==> src/rbl_pkg.sv <==
// Shared types, register codes and arithmetic helpers for the RGB
// brightness limiter. No dependencies.
`timescale 1ns / 1ps
`default_nettype none
package rbl_pkg;

  localparam int DIV_STEPS_A = 6;
  localparam int DIV_STEPS_B = 5;
  localparam int DIV_STEPS_C = 5;

  localparam logic [18:0] H_TURN = 19'd393216;  // six sectors
  localparam logic [16:0] ONE_Q16 = 17'h10000;

  // configuration register indexes
  localparam logic REG_MAX_LEVEL     = 1'b0;
  localparam logic REG_CHANNEL_ORDER = 1'b1;

  // LED channel orders
  localparam logic [2:0] ORD_RGB = 3'd0;
  localparam logic [2:0] ORD_RBG = 3'd1;
  localparam logic [2:0] ORD_GBR = 3'd2;
  localparam logic [2:0] ORD_GRB = 3'd3;
  localparam logic [2:0] ORD_BRG = 3'd4;
  localparam logic [2:0] ORD_BGR = 3'd5;

  // Payload through the two dividers: hue fraction and saturation.
  typedef struct packed {
    logic [7:0]  rem_h;
    logic [16:0] q_h;
    logic [7:0]  rem_s;
    logic [16:0] q_s;
    logic [7:0]  den_h;
    logic [7:0]  den_s;
    logic [2:0]  base;
    logic        neg;
    logic        grey;
    logic [16:0] v;
  } div_t;

  typedef struct packed {
    logic [7:0]  rem;
    logic [16:0] q;
  } step_t;

  // One restoring division step; remainder stays below the divisor.
  function automatic step_t div_step(input logic [7:0] rem, input logic [16:0] q,
                                     input logic [7:0] den);
    logic [8:0] r9;
    step_t      res;
    r9 = {rem, 1'b0};
    if (r9 >= {1'b0, den}) begin
      r9    = r9 - {1'b0, den};
      res.q = {q[15:0], 1'b1};
    end else begin
      res.q = {q[15:0], 1'b0};
    end
    res.rem = r9[7:0];
    return res;
  endfunction

  // (x * 255) >> 16 for x up to 1.0 in Q0.16
  function automatic logic [7:0] scale_byte(input logic [16:0] x);
    logic [24:0] y;
    y = {x, 8'b0} - {8'b0, x};
    return y[23:16];
  endfunction

endpackage
`default_nettype wire

==> src/rbl_if.sv <==
// Valid/ready channel interfaces for pixels in and LED bytes out.
// Depends on nothing.
`timescale 1ns / 1ps
`default_nettype none
interface rbl_in_if;
  logic       valid;
  logic       ready;
  logic [7:0] red_in;
  logic [7:0] green_in;
  logic [7:0] blue_in;
  modport source (output valid, red_in, green_in, blue_in, input ready);
  modport sink   (input valid, red_in, green_in, blue_in, output ready);
endinterface

interface rbl_out_if;
  logic       valid;
  logic       ready;
  logic [7:0] first_byte;
  logic [7:0] second_byte;
  logic [7:0] third_byte;
  modport source (output valid, first_byte, second_byte, third_byte, input ready);
  modport sink   (input valid, first_byte, second_byte, third_byte, output ready);
endinterface
`default_nettype wire

==> src/rbl_front.sv <==
// First stage: max/min, sector base, value clamp and first divider step.
// Depends on rbl_pkg.
`timescale 1ns / 1ps
`default_nettype none
module rbl_front (
  input  wire logic         clk,
  input  wire logic         rst_n,
  input  wire logic         en,
  input  wire logic         valid_in,
  input  wire logic [7:0]   red,
  input  wire logic [7:0]   green,
  input  wire logic [7:0]   blue,
  input  wire logic [7:0]   max_level,
  output rbl_pkg::div_t     d_r,
  output logic              valid_r
);
  import rbl_pkg::*;

  logic [7:0] mx, mn, d, a, c, absn, v8;
  logic [1:0] which;
  div_t       d_nxt;

  always_comb begin
    mx = red; mn = red; which = 2'd0;
    if (green > mx) begin mx = green; which = 2'd1; end
    if (green < mn) mn = green;
    if (blue > mx) begin mx = blue; which = 2'd2; end
    if (blue < mn) mn = blue;
    d = mx - mn;
    case (which)
      2'd1:    begin a = blue; c = red;   d_nxt.base = 3'd2; end
      2'd2:    begin a = red;  c = green; d_nxt.base = 3'd4; end
      default: begin a = green; c = blue; d_nxt.base = 3'd0; end
    endcase
    d_nxt.neg  = a < c;
    absn       = d_nxt.neg ? (c - a) : (a - c);
    d_nxt.grey = (d == 8'd0);
    // leading quotient bit: numerator never exceeds divisor
    d_nxt.den_h = d;
    d_nxt.q_h   = {16'b0, absn == d};
    d_nxt.rem_h = (absn == d) ? 8'd0 : absn;
    d_nxt.den_s = mx;
    d_nxt.q_s   = {16'b0, d == mx};
    d_nxt.rem_s = (d == mx) ? 8'd0 : d;
    v8 = (mx > max_level) ? max_level : mx;
    // v8 * 65536 / 255 = v8 * 257, plus one at full scale
    d_nxt.v = {1'b0, v8, v8} + {16'b0, v8 == 8'hFF};
  end

  always_ff @(posedge clk) begin
    if (!rst_n) begin
      valid_r <= 1'b0;
    end else if (en) begin
      valid_r <= valid_in;
    end
    if (en) begin
      d_r <= d_nxt;
    end
  end
endmodule
`default_nettype wire

==> src/rbl_div_stage.sv <==
// One pipeline stage of the hue and saturation dividers, STEPS bits each.
// Depends on rbl_pkg.
`timescale 1ns / 1ps
`default_nettype none
module rbl_div_stage #(
  parameter int STEPS = rbl_pkg::DIV_STEPS_A
) (
  input  wire logic         clk,
  input  wire logic         rst_n,
  input  wire logic         en,
  input  wire logic         valid_in,
  input  wire rbl_pkg::div_t d_in,
  output rbl_pkg::div_t     d_r,
  output logic              valid_r
);
  import rbl_pkg::*;

  div_t  d_nxt;
  step_t sh, ss;

  always_comb begin
    d_nxt = d_in;
    for (int i = 0; i < STEPS; i++) begin
      sh = div_step(d_nxt.rem_h, d_nxt.q_h, d_nxt.den_h);
      ss = div_step(d_nxt.rem_s, d_nxt.q_s, d_nxt.den_s);
      d_nxt.rem_h = sh.rem;
      d_nxt.q_h   = sh.q;
      d_nxt.rem_s = ss.rem;
      d_nxt.q_s   = ss.q;
    end
  end

  always_ff @(posedge clk) begin
    if (!rst_n) begin
      valid_r <= 1'b0;
    end else if (en) begin
      valid_r <= valid_in;
    end
    if (en) begin
      d_r <= d_nxt;
    end
  end
endmodule
`default_nettype wire

==> src/rbl_back.sv <==
// Back end: hue assembly, p/q/t products, sector select, byte scaling and
// LED channel reorder over four register stages. Depends on rbl_pkg.
`timescale 1ns / 1ps
`default_nettype none
module rbl_back (
  input  wire logic          clk,
  input  wire logic          rst_n,
  input  wire logic          en,
  input  wire logic          valid_in,
  input  wire rbl_pkg::div_t d_in,
  input  wire logic [2:0]    channel_order,
  output logic [7:0]         byte0_r,
  output logic [7:0]         byte1_r,
  output logic [7:0]         byte2_r,
  output logic               valid_r
);
  import rbl_pkg::*;

  // hue stage
  logic [18:0] hb, h_nxt;
  logic [2:0]  sec5_r;
  logic [15:0] f5_r;
  logic [16:0] s5_r, v5_r;
  logic        vld5_r;
  // s*f stage
  logic [32:0] sf_full;
  logic [33:0] snf_full;
  logic [16:0] sf6_r, snf6_r, s6_r, v6_r;
  logic [2:0]  sec6_r;
  logic        vld6_r;
  // p/q/t stage
  logic [33:0] p_full, q_full, t_full;
  logic [16:0] p7_r, q7_r, t7_r, v7_r;
  logic [2:0]  sec7_r;
  logic        vld7_r;
  // select stage
  logic [16:0] cr, cg, cb;
  logic [7:0]  br, bg, bb, b0_nxt, b1_nxt, b2_nxt;

  always_comb begin
    hb = {d_in.base, 16'b0};
    if (!d_in.neg) begin
      h_nxt = hb + {2'b0, d_in.q_h};
    end else if (d_in.base == 3'd0) begin
      h_nxt = H_TURN - {2'b0, d_in.q_h};  // wrap negative hue
    end else begin
      h_nxt = hb - {2'b0, d_in.q_h};
    end
  end

  assign sf_full  = {16'b0, s5_r} * {17'b0, f5_r};
  assign snf_full = {17'b0, s5_r} * {17'b0, ONE_Q16 - {1'b0, f5_r}};

  assign p_full = {17'b0, v6_r} * {17'b0, ONE_Q16 - s6_r};
  assign q_full = {17'b0, v6_r} * {17'b0, ONE_Q16 - sf6_r};
  assign t_full = {17'b0, v6_r} * {17'b0, ONE_Q16 - snf6_r};

  always_comb begin
    case (sec7_r)
      3'd0:    begin cr = v7_r; cg = t7_r; cb = p7_r; end
      3'd1:    begin cr = q7_r; cg = v7_r; cb = p7_r; end
      3'd2:    begin cr = p7_r; cg = v7_r; cb = t7_r; end
      3'd3:    begin cr = p7_r; cg = q7_r; cb = v7_r; end
      3'd4:    begin cr = t7_r; cg = p7_r; cb = v7_r; end
      default: begin cr = v7_r; cg = p7_r; cb = q7_r; end
    endcase
    br = scale_byte(cr);
    bg = scale_byte(cg);
    bb = scale_byte(cb);
    case (channel_order)
      ORD_RBG: begin b0_nxt = br; b1_nxt = bb; b2_nxt = bg; end
      ORD_GBR: begin b0_nxt = bg; b1_nxt = bb; b2_nxt = br; end
      ORD_GRB: begin b0_nxt = bg; b1_nxt = br; b2_nxt = bb; end
      ORD_BRG: begin b0_nxt = bb; b1_nxt = br; b2_nxt = bg; end
      ORD_BGR: begin b0_nxt = bb; b1_nxt = bg; b2_nxt = br; end
      default: begin b0_nxt = br; b1_nxt = bg; b2_nxt = bb; end
    endcase
  end

  always_ff @(posedge clk) begin
    if (!rst_n) begin
      vld5_r  <= 1'b0;
      vld6_r  <= 1'b0;
      vld7_r  <= 1'b0;
      valid_r <= 1'b0;
    end else if (en) begin
      vld5_r  <= valid_in;
      vld6_r  <= vld5_r;
      vld7_r  <= vld6_r;
      valid_r <= vld7_r;
    end
    if (en) begin
      // grey pixel: hue and saturation are zero
      sec5_r <= d_in.grey ? 3'd0 : h_nxt[18:16];
      f5_r   <= d_in.grey ? 16'd0 : h_nxt[15:0];
      s5_r   <= d_in.grey ? 17'd0 : d_in.q_s;
      v5_r   <= d_in.v;
      sf6_r  <= sf_full[32:16];
      snf6_r <= snf_full[32:16];
      s6_r   <= s5_r;
      v6_r   <= v5_r;
      sec6_r <= sec5_r;
      p7_r   <= p_full[32:16];
      q7_r   <= q_full[32:16];
      t7_r   <= t_full[32:16];
      v7_r   <= v6_r;
      sec7_r <= sec6_r;
      byte0_r <= b0_nxt;
      byte1_r <= b1_nxt;
      byte2_r <= b2_nxt;
    end
  end
endmodule
`default_nettype wire

==> src/rgb_brightness_limit_reorder_top.sv <==
// Top level of the RGB brightness limiter with LED channel reorder.
// Depends on rbl_pkg, rbl_if, rbl_front, rbl_div_stage, rbl_back.
//
//   channel  dir  handshake          payload
//   in_ch    in   valid/ready        red_in, green_in, blue_in (8b each)
//   out_ch   out  valid/ready        first_byte, second_byte, third_byte
//   cfg_*    in   cfg_we, cfg_idx    cfg_wdata (8b): max_level, channel_order
//
// Eight register stages: front, three divider stages (hue fraction and
// saturation, long division), hue assembly, s*f products, p/q/t products,
// select and reorder into the output register. One item per cycle unless
// the output stalls. The whole pipe advances together whenever the output
// register is empty or taken, so a stall freezes every stage. Synchronous
// reset clears valid bits and restores max_level 255 and rgb order.
`timescale 1ns / 1ps
`default_nettype none
module rgb_brightness_limit_reorder_top (
  input  wire logic       clk,
  input  wire logic       rst_n,
  rbl_in_if.sink          in_ch,
  rbl_out_if.source       out_ch,
  input  wire logic       cfg_we,
  input  wire logic       cfg_idx,
  input  wire logic [7:0] cfg_wdata
);
  import rbl_pkg::*;

  logic       en;
  logic [7:0] max_level_r;
  logic [2:0] channel_order_r;
  div_t       d1, d2, d3, d4;
  logic       v1, v2, v3, v4;

  assign en          = out_ch.ready || !out_ch.valid;
  assign in_ch.ready = en;

  always_ff @(posedge clk) begin
    if (!rst_n) begin
      max_level_r     <= 8'hFF;
      channel_order_r <= ORD_RGB;
    end else if (cfg_we) begin
      case (cfg_idx)
        REG_MAX_LEVEL:     max_level_r     <= cfg_wdata;
        REG_CHANNEL_ORDER: channel_order_r <= cfg_wdata[2:0];
        default:           ;
      endcase
    end
  end

  rbl_front u_front (
    .clk(clk), .rst_n(rst_n), .en(en), .valid_in(in_ch.valid),
    .red(in_ch.red_in), .green(in_ch.green_in), .blue(in_ch.blue_in),
    .max_level(max_level_r), .d_r(d1), .valid_r(v1)
  );

  rbl_div_stage #(.STEPS(DIV_STEPS_A)) u_div_a (
    .clk(clk), .rst_n(rst_n), .en(en), .valid_in(v1), .d_in(d1),
    .d_r(d2), .valid_r(v2)
  );

  rbl_div_stage #(.STEPS(DIV_STEPS_B)) u_div_b (
    .clk(clk), .rst_n(rst_n), .en(en), .valid_in(v2), .d_in(d2),
    .d_r(d3), .valid_r(v3)
  );

  rbl_div_stage #(.STEPS(DIV_STEPS_C)) u_div_c (
    .clk(clk), .rst_n(rst_n), .en(en), .valid_in(v3), .d_in(d3),
    .d_r(d4), .valid_r(v4)
  );

  rbl_back u_back (
    .clk(clk), .rst_n(rst_n), .en(en), .valid_in(v4), .d_in(d4),
    .channel_order(channel_order_r),
    .byte0_r(out_ch.first_byte), .byte1_r(out_ch.second_byte),
    .byte2_r(out_ch.third_byte), .valid_r(out_ch.valid)
  );
endmodule
`default_nettype wire

==> src/flat_wrapper.sv <==
// flat-port wrapper written by rule: the top's interface ports become plain ports
module rgb_brightness_limit_reorder_top_flat import rbl_pkg::*;
  (clk, rst_n, cfg_we, cfg_idx, cfg_wdata, in_ch_valid, in_ch_red_in, in_ch_green_in, in_ch_blue_in, in_ch_ready, out_ch_valid, out_ch_first_byte, out_ch_second_byte, out_ch_third_byte, out_ch_ready);
  rbl_in_if in_ch_i ();
  rbl_out_if out_ch_i ();
  input  wire logic clk;
  input  wire logic rst_n;
  input  wire logic cfg_we;
  input  wire logic cfg_idx;
  input  wire logic [7:0] cfg_wdata;
  input wire logic [$bits(in_ch_i.valid)-1:0] in_ch_valid;
  input wire logic [$bits(in_ch_i.red_in)-1:0] in_ch_red_in;
  input wire logic [$bits(in_ch_i.green_in)-1:0] in_ch_green_in;
  input wire logic [$bits(in_ch_i.blue_in)-1:0] in_ch_blue_in;
  output wire logic [$bits(in_ch_i.ready)-1:0] in_ch_ready;
  output wire logic [$bits(out_ch_i.valid)-1:0] out_ch_valid;
  output wire logic [$bits(out_ch_i.first_byte)-1:0] out_ch_first_byte;
  output wire logic [$bits(out_ch_i.second_byte)-1:0] out_ch_second_byte;
  output wire logic [$bits(out_ch_i.third_byte)-1:0] out_ch_third_byte;
  input wire logic [$bits(out_ch_i.ready)-1:0] out_ch_ready;
  assign in_ch_i.valid = in_ch_valid;
  assign in_ch_i.red_in = in_ch_red_in;
  assign in_ch_i.green_in = in_ch_green_in;
  assign in_ch_i.blue_in = in_ch_blue_in;
  assign in_ch_ready = in_ch_i.ready;
  assign out_ch_valid = out_ch_i.valid;
  assign out_ch_first_byte = out_ch_i.first_byte;
  assign out_ch_second_byte = out_ch_i.second_byte;
  assign out_ch_third_byte = out_ch_i.third_byte;
  assign out_ch_i.ready = out_ch_ready;
  rgb_brightness_limit_reorder_top u_core (.clk(clk), .rst_n(rst_n), .in_ch(in_ch_i), .out_ch(out_ch_i), .cfg_we(cfg_we), .cfg_idx(cfg_idx), .cfg_wdata(cfg_wdata));
endmodule
==> config.mk <==
export PLATFORM = sky130hd
export DESIGN_NAME = rgb_brightness_limit_reorder_top_flat
export DESIGN_NICKNAME = d
export VERILOG_FILES = /design/src/rbl_pkg.sv /design/src/rbl_if.sv /design/src/rbl_front.sv /design/src/rbl_div_stage.sv /design/src/rbl_back.sv /design/src/rgb_brightness_limit_reorder_top.sv /design/src/flat_wrapper.sv
export SDC_FILE = /design/constraint.sdc
export NUM_CORES = 2
export LEC_CHECK = 0
export ABC_AREA = 1
export CELL_PAD_IN_SITES_DETAIL_PLACEMENT = 1
export CELL_PAD_IN_SITES_GLOBAL_PLACEMENT = 2
export CORE_MARGIN = 4
export CORE_UTILIZATION = 45
export DETAILED_ROUTE_END_ITERATION = 7
export DONT_BUFFER_PORTS = 1
export PLACE_DENSITY_LB_ADDON = 0.1
export SLEW_MARGIN = 20
export SYNTH_ARGS = -nofsm -noshare
export SYNTH_HDL_FRONTEND = slang
export SYNTH_SLANG_ARGS = --single-unit
export TNS_END_PERCENT = 50
==> constraint.sdc <==
create_clock -name clk -period 54.2 [get_ports clk]
set_input_delay 16.26 -clock clk [delete_from_list [all_inputs] [get_ports clk]]
set_output_delay 16.26 -clock clk [all_outputs]
set_load 0.005 [all_outputs]
[After elaboration in Yosys (flattened, before gate mapping)]
Index checks and enable logic that the tools add are counted.
Widths: inputs -> output; s select.
Cells by class
  add/sub/neg operators: 44
  multiply operators: 5
  magnitude comparators: 38
  eq/ne operators: 14
  muxes and demuxes: 81
  bitwise gates (word level): 1
  reductions and logical operators: 17
Operator list (count)
  $ge 9x8->1: 32
  $mux 8: 36
  $sub 8x8->8: 33
  $pmux 17 s3: 3
  $mul 17x17->33: 4
  $pmux 8 s2: 5
  $sub 24x17->24: 3
  $sub 17x17->17 const A: 3
  $mux 19: 2
  $mul 17x16->33: 1
  $mux 1: 33
  $gt 8x8->1: 3
  $lt 8x8->1: 3
  $reduce_or 2->1: 10
  $add 19x17->19: 1
  $sub 18x18->19 const A: 1
  $sub 19x17->19: 1
  $add 16x1->17: 1
  $sub 17x16->17 const A: 1
  $eq 8x8->1: 2
  $eq 3x2->1 const B: 4
  $eq 3x3->1 const B: 3
  $eq 8x8->1 const B: 1
  $logic_not 8->1: 1
  other kinds (10): 13
Storage, ports and cells
  bits in registers: 496
  input bits: 38
  output and inout port bits: 26

[Logic depth before layout (Yosys ltp)]
  word-level depth: 12
  mapped depth: 74
  gate-level depth less buffers: 70

[Hierarchy]
From an unflattened synthesis, not the netlist that was laid out.
Unflattened totals
  cell total of the unflattened synthesis: 10977
  area, all modules: 87681.6 µm²
Modules (own cells, without submodules)
  rbl_back: instances 1, cells an instance 7610, area each 59594.7 µm², sequential area each 6656.4 µm²
  rbl_div_stage at u_core.u_div_b ...: instances 2, cells an instance 841, area each 7179.4 µm², sequential area each 2662.6 µm²
  rbl_div_stage at u_core.u_div_a: instances 1, cells an instance 984, area each 8087.8 µm², sequential area each 2662.6 µm²
  rbl_front: instances 1, cells an instance 644, area each 5190.0 µm², sequential area each 1671.6 µm²
  rgb_brightness_limit_reorder_top: instances 1, cells an instance 57, area each 450.4 µm², sequential area each 220.2 µm²

[Worst setup path after synthesis]
No wires, ideal clock.
  kind: in2out
  start point: input out_ch_ready
  end point: output in_ch_ready
  arrival time: 25.305 ns
  setup slack: 12.635 ns
  stages on the path: 2
  buffers on the path: 0
  cells stage by stage: nor2_1 -> clkinv_1
On the way
  cells in the longest elaborated chain, start to end: 1
Ends and longest elaborated chain
  start: declaration: line flat_wrapper.sv:20  | input wire logic [$bits(out_ch_i.ready)-1:0] out_ch_ready;
  $logic_or 1x1->1: line rgb_brightness_limit_reorder_top.sv:34  | assign en = out_ch.ready || !out_ch.valid;
  end: declaration: line flat_wrapper.sv:15  | output wire logic [$bits(in_ch_i.ready)-1:0] in_ch_ready;
Every way passes these cells.

[Worst setup path in the final report]
Same ends and word-level chain as after synthesis.

==> results.toml <==
[floorplan]
coreArea_mm2 = 0.176
start_util_pct = 45.4
die_h_um = 430
fp.dieW_um = 430
pin_count = 64
num_rows = 154
die-area_mm2 = 0.185

[timing]
report.final.slew_viol_count = 0
finalCritPeriodShare_pct = 61.9
worstMarginPinSlew_ns = 1.13
slew_headroom_pct = 24.2
fmaxAchievable_mhz = 29.8
rsz0062_at_grt = "false"
finalHoldViolations = 0
min_period_ns = 33.53
setup_tns_ns = 0
clock_skew_ns = 0.0484
setup_viol = 0

[clocking]
cts_buffers = 59
clock_path_buffers = 3
numClockSinks = 492
cts_tree = "done"
path_clk_slew_ns = 0.07
root_buffer = "clkbuf_16"
ctsResizeCount = 0
cts-hold-fix-buffers = 0
postCtsSetupRepairBufs = 0
htreeDepth = 2
clk_latency_ns = 0.72

[synthesis]
netlist_area_mm2 = 0.0801
yosys.area_share.adder_pct = 40.4
synth_top_family_by_area = "adder cells"
yosysUniqueCellTypes = 73
yosys-top-cells-area = "fa_1 (28%), edfxtp_1 (18%), ha_1 (13%)"
synth_top_cell_area_share_pct = 27.5
synth-seq-area-share_pct = 18.2
synth_simple_gate_area_share_pct = 18.6
syn_area_per_cell_um2 = 8.16
synthArstFlopShare_pct = 0
synth-seq-cells = 492
yosysWarningCount = 0
synth_ff_type = "edfxtp_1"
synthMuxAreaShare_pct = 0
synth_compound_area_share_pct = 7.40
synth-edff-count = 473
syn-num-nets = 11800
synthCells = 9814
synthXorXnorAreaFrac_pct = 3.60
yosysTopAreaCell = "fa_1"

[place]
dp.final_hpwl_mm = 209
io_buffers = 0
gp_congestion = 0.895
placed_cells = 11900

[grt]
grt_usage_pct = 28.5
grt_pass1_wl_mm = 412
first_global_vias = 71400
grt_max_degree = 162
grt.overflow.total = 0
antenna_found_initial = 7

[final_layout]
fillers = 21400
final_cells = 12100
num-nets-final = 11600
drive_gt1_share_pct = 3.77
area_growth_pct = 5.46

[routing]
vias = 64800
ant_nets = 0
wl_per_cell_um = 21.7
vias_per_cell = 5.37
first_pass_iters = 5
drc = 0
drt_iter0_markers = 3144
postRouteWirelength_mm = 262

[setup_path]
critical_path.top_delay_family = "simple AND/OR/NAND/NOR gates"
crit_path_max_fanout = 91
critPathBufInv = 1
critical_path_class = "in -> out"
critPathRequiredTime_ns = 37.94
cp_cell_sequence = "nor2_1 > inv_8"
worst_setup_path_start_kind = "primary input"
cp.arrival_ns = 17.27
cp_slowest_cell = "nor2_1"
crit_path_end_kind = "output pin"
crit_path_max_incr_delay_ns = 0.56

[run_status]
status = "complete, no violations"

[flow_run]
maxCapViolations = 0

[hold_path]
min_path_type = "reg -> reg"
==> routing by layer <==
layer	share of wire (%)	track usage, %	vias to the layer above
met5	0	0	-
met4	4.0	9.58	0
met3	4.2	3.39	379
met2	49	50.5	1324
met1	42	36.0	33000
li1	-	-	30100
==> through the flow <==
step	area, um2	hold slack, ns	setup slack (ns)	utilization [%]
floorplan	80100	0.400	12.64	-
global placement	82400	0.401	20.71	46.7
detailed placement	82400	0.405	20.63	46.7
CTS	84400	0.416	20.63	47.8
global route	84400	0.421	20.57	47.8
finish	84400	0.413	20.67	47.8
==> final cells by class <==
cell class	instances	area, um2	area share [%]
multi-input cells	6869	56100	66.4
repair buffers	86	662	0.784
flip-flops and latches	492	14600	17.3
clock buffers	66	1500	1.78
diodes	6	15.0	0.0178
inverters	2159	8120	9.62
clock inverters	44	519	0.615
well taps	2340	2930	3.47
==> layout by cell type (no fill, tap or decap), drive strengths merged, types with 79 or more instances in the layout <==
| master | netlist | layout |
|---|---|---|
| inv | 2139 | 2145 |
| nand2 | 2224 | 2224 |
| fa | 1100 | 1100 |
| nor3 | 79 | 79 |
| buf | 68 | 86 |
| xor2 | 224 | 224 |
| nand3 | 315 | 315 |
| edfxtp | 473 | 473 |
| a21oi | 438 | 438 |
| nor2 | 776 | 776 |
| nand4 | 90 | 90 |
| o21ai | 368 | 368 |
| ha | 827 | 827 |
| xnor2 | 105 | 105 |
==> sequential cells by signal, indices dropped and copies added (netlist names), 3 cells and up <==
signal	flops
u_core.u_div_b.d_r	77
u_core.u_back.v7_r	17
u_core.u_back.snf6_r	17
u_core.u_back.q7_r	17
u_core.u_back.f5_r	16
u_core.max_level_r	8
u_core.u_back.t7_r	17
u_core.u_back.p7_r	17
u_core.u_back.byte2_r	8
u_core.u_back.s5_r	17
u_core.u_back.v5_r	17
u_core.u_back.byte0_r	8
u_core.u_back.s6_r	17
u_core.u_front.d_r	55
u_core.u_back.sf6_r	17
u_core.u_back.byte1_r	8
u_core.u_back.v6_r	17
u_core.u_back.sec6_r	3
u_core.u_div_a.d_r	67
u_core.u_back.sec7_r	3
u_core.u_div_c.d_r	55
u_core.u_back.sec5_r	3
u_core.channel_order_r	3
==> logic make-up (layout without fill, tap and decap cells) <==
group                      Yosys count  count (layout)
AOI/OAI and AO/OA                 1036            1036
xor gates and xnor gates           329             329
adders and majority gates         1927            1927
buffers and inverters             2453            2355
DFF                                492             492
other                                0               6
and+or+nand+nor                   3577            3577
==> cell usage after synthesis, types with 12 or more instances <==
cell	instances
nand2_1	2197
inv_1	2102
fa_1	1100
ha_1	827
nor2_1	749
edfxtp_1	473
a21oi_1	429
o21ai_0	302
nand3_1	290
clkbuf_1	226
xor2_1	224
xnor2_1	105
nand4_1	90
nor3_1	74
o21ai_1	52
o211ai_1	40
inv_2	34
or2_2	32
o21bai_1	27
a221oi_1	25
buf_2	23
nor4_1	23
a31oi_1	21
buf_1	21
o21a_1	21
clkinv_1	20
nand2_2	20
dfxtp_1	19
nand3_2	19
a21o_1	17
nand3b_1	15
o21ai_2	14
a211oi_1	13
buf_6	12
==> path summary, 6_finish.rpt <==
path	startpoint	end	slack, ns	depth (start not counted)
setup / recovery	out_ch_ready	in_ch_ready	20.67	2
hold / removal	u_core.u_div_b.d_r[21]	u_core.u_div_c.d_r[21]	0.41	0
setup reg to reg	u_core.u_front.d_r[34]	u_core.u_div_a.d_r[81]	41.64	63
hold reg to reg	u_core.u_div_b.d_r[21]	u_core.u_div_c.d_r[21]	0.41	0
Power is not shown: default switching activity piles up to over one toggle a cycle in this logic, so the estimate is an artifact.
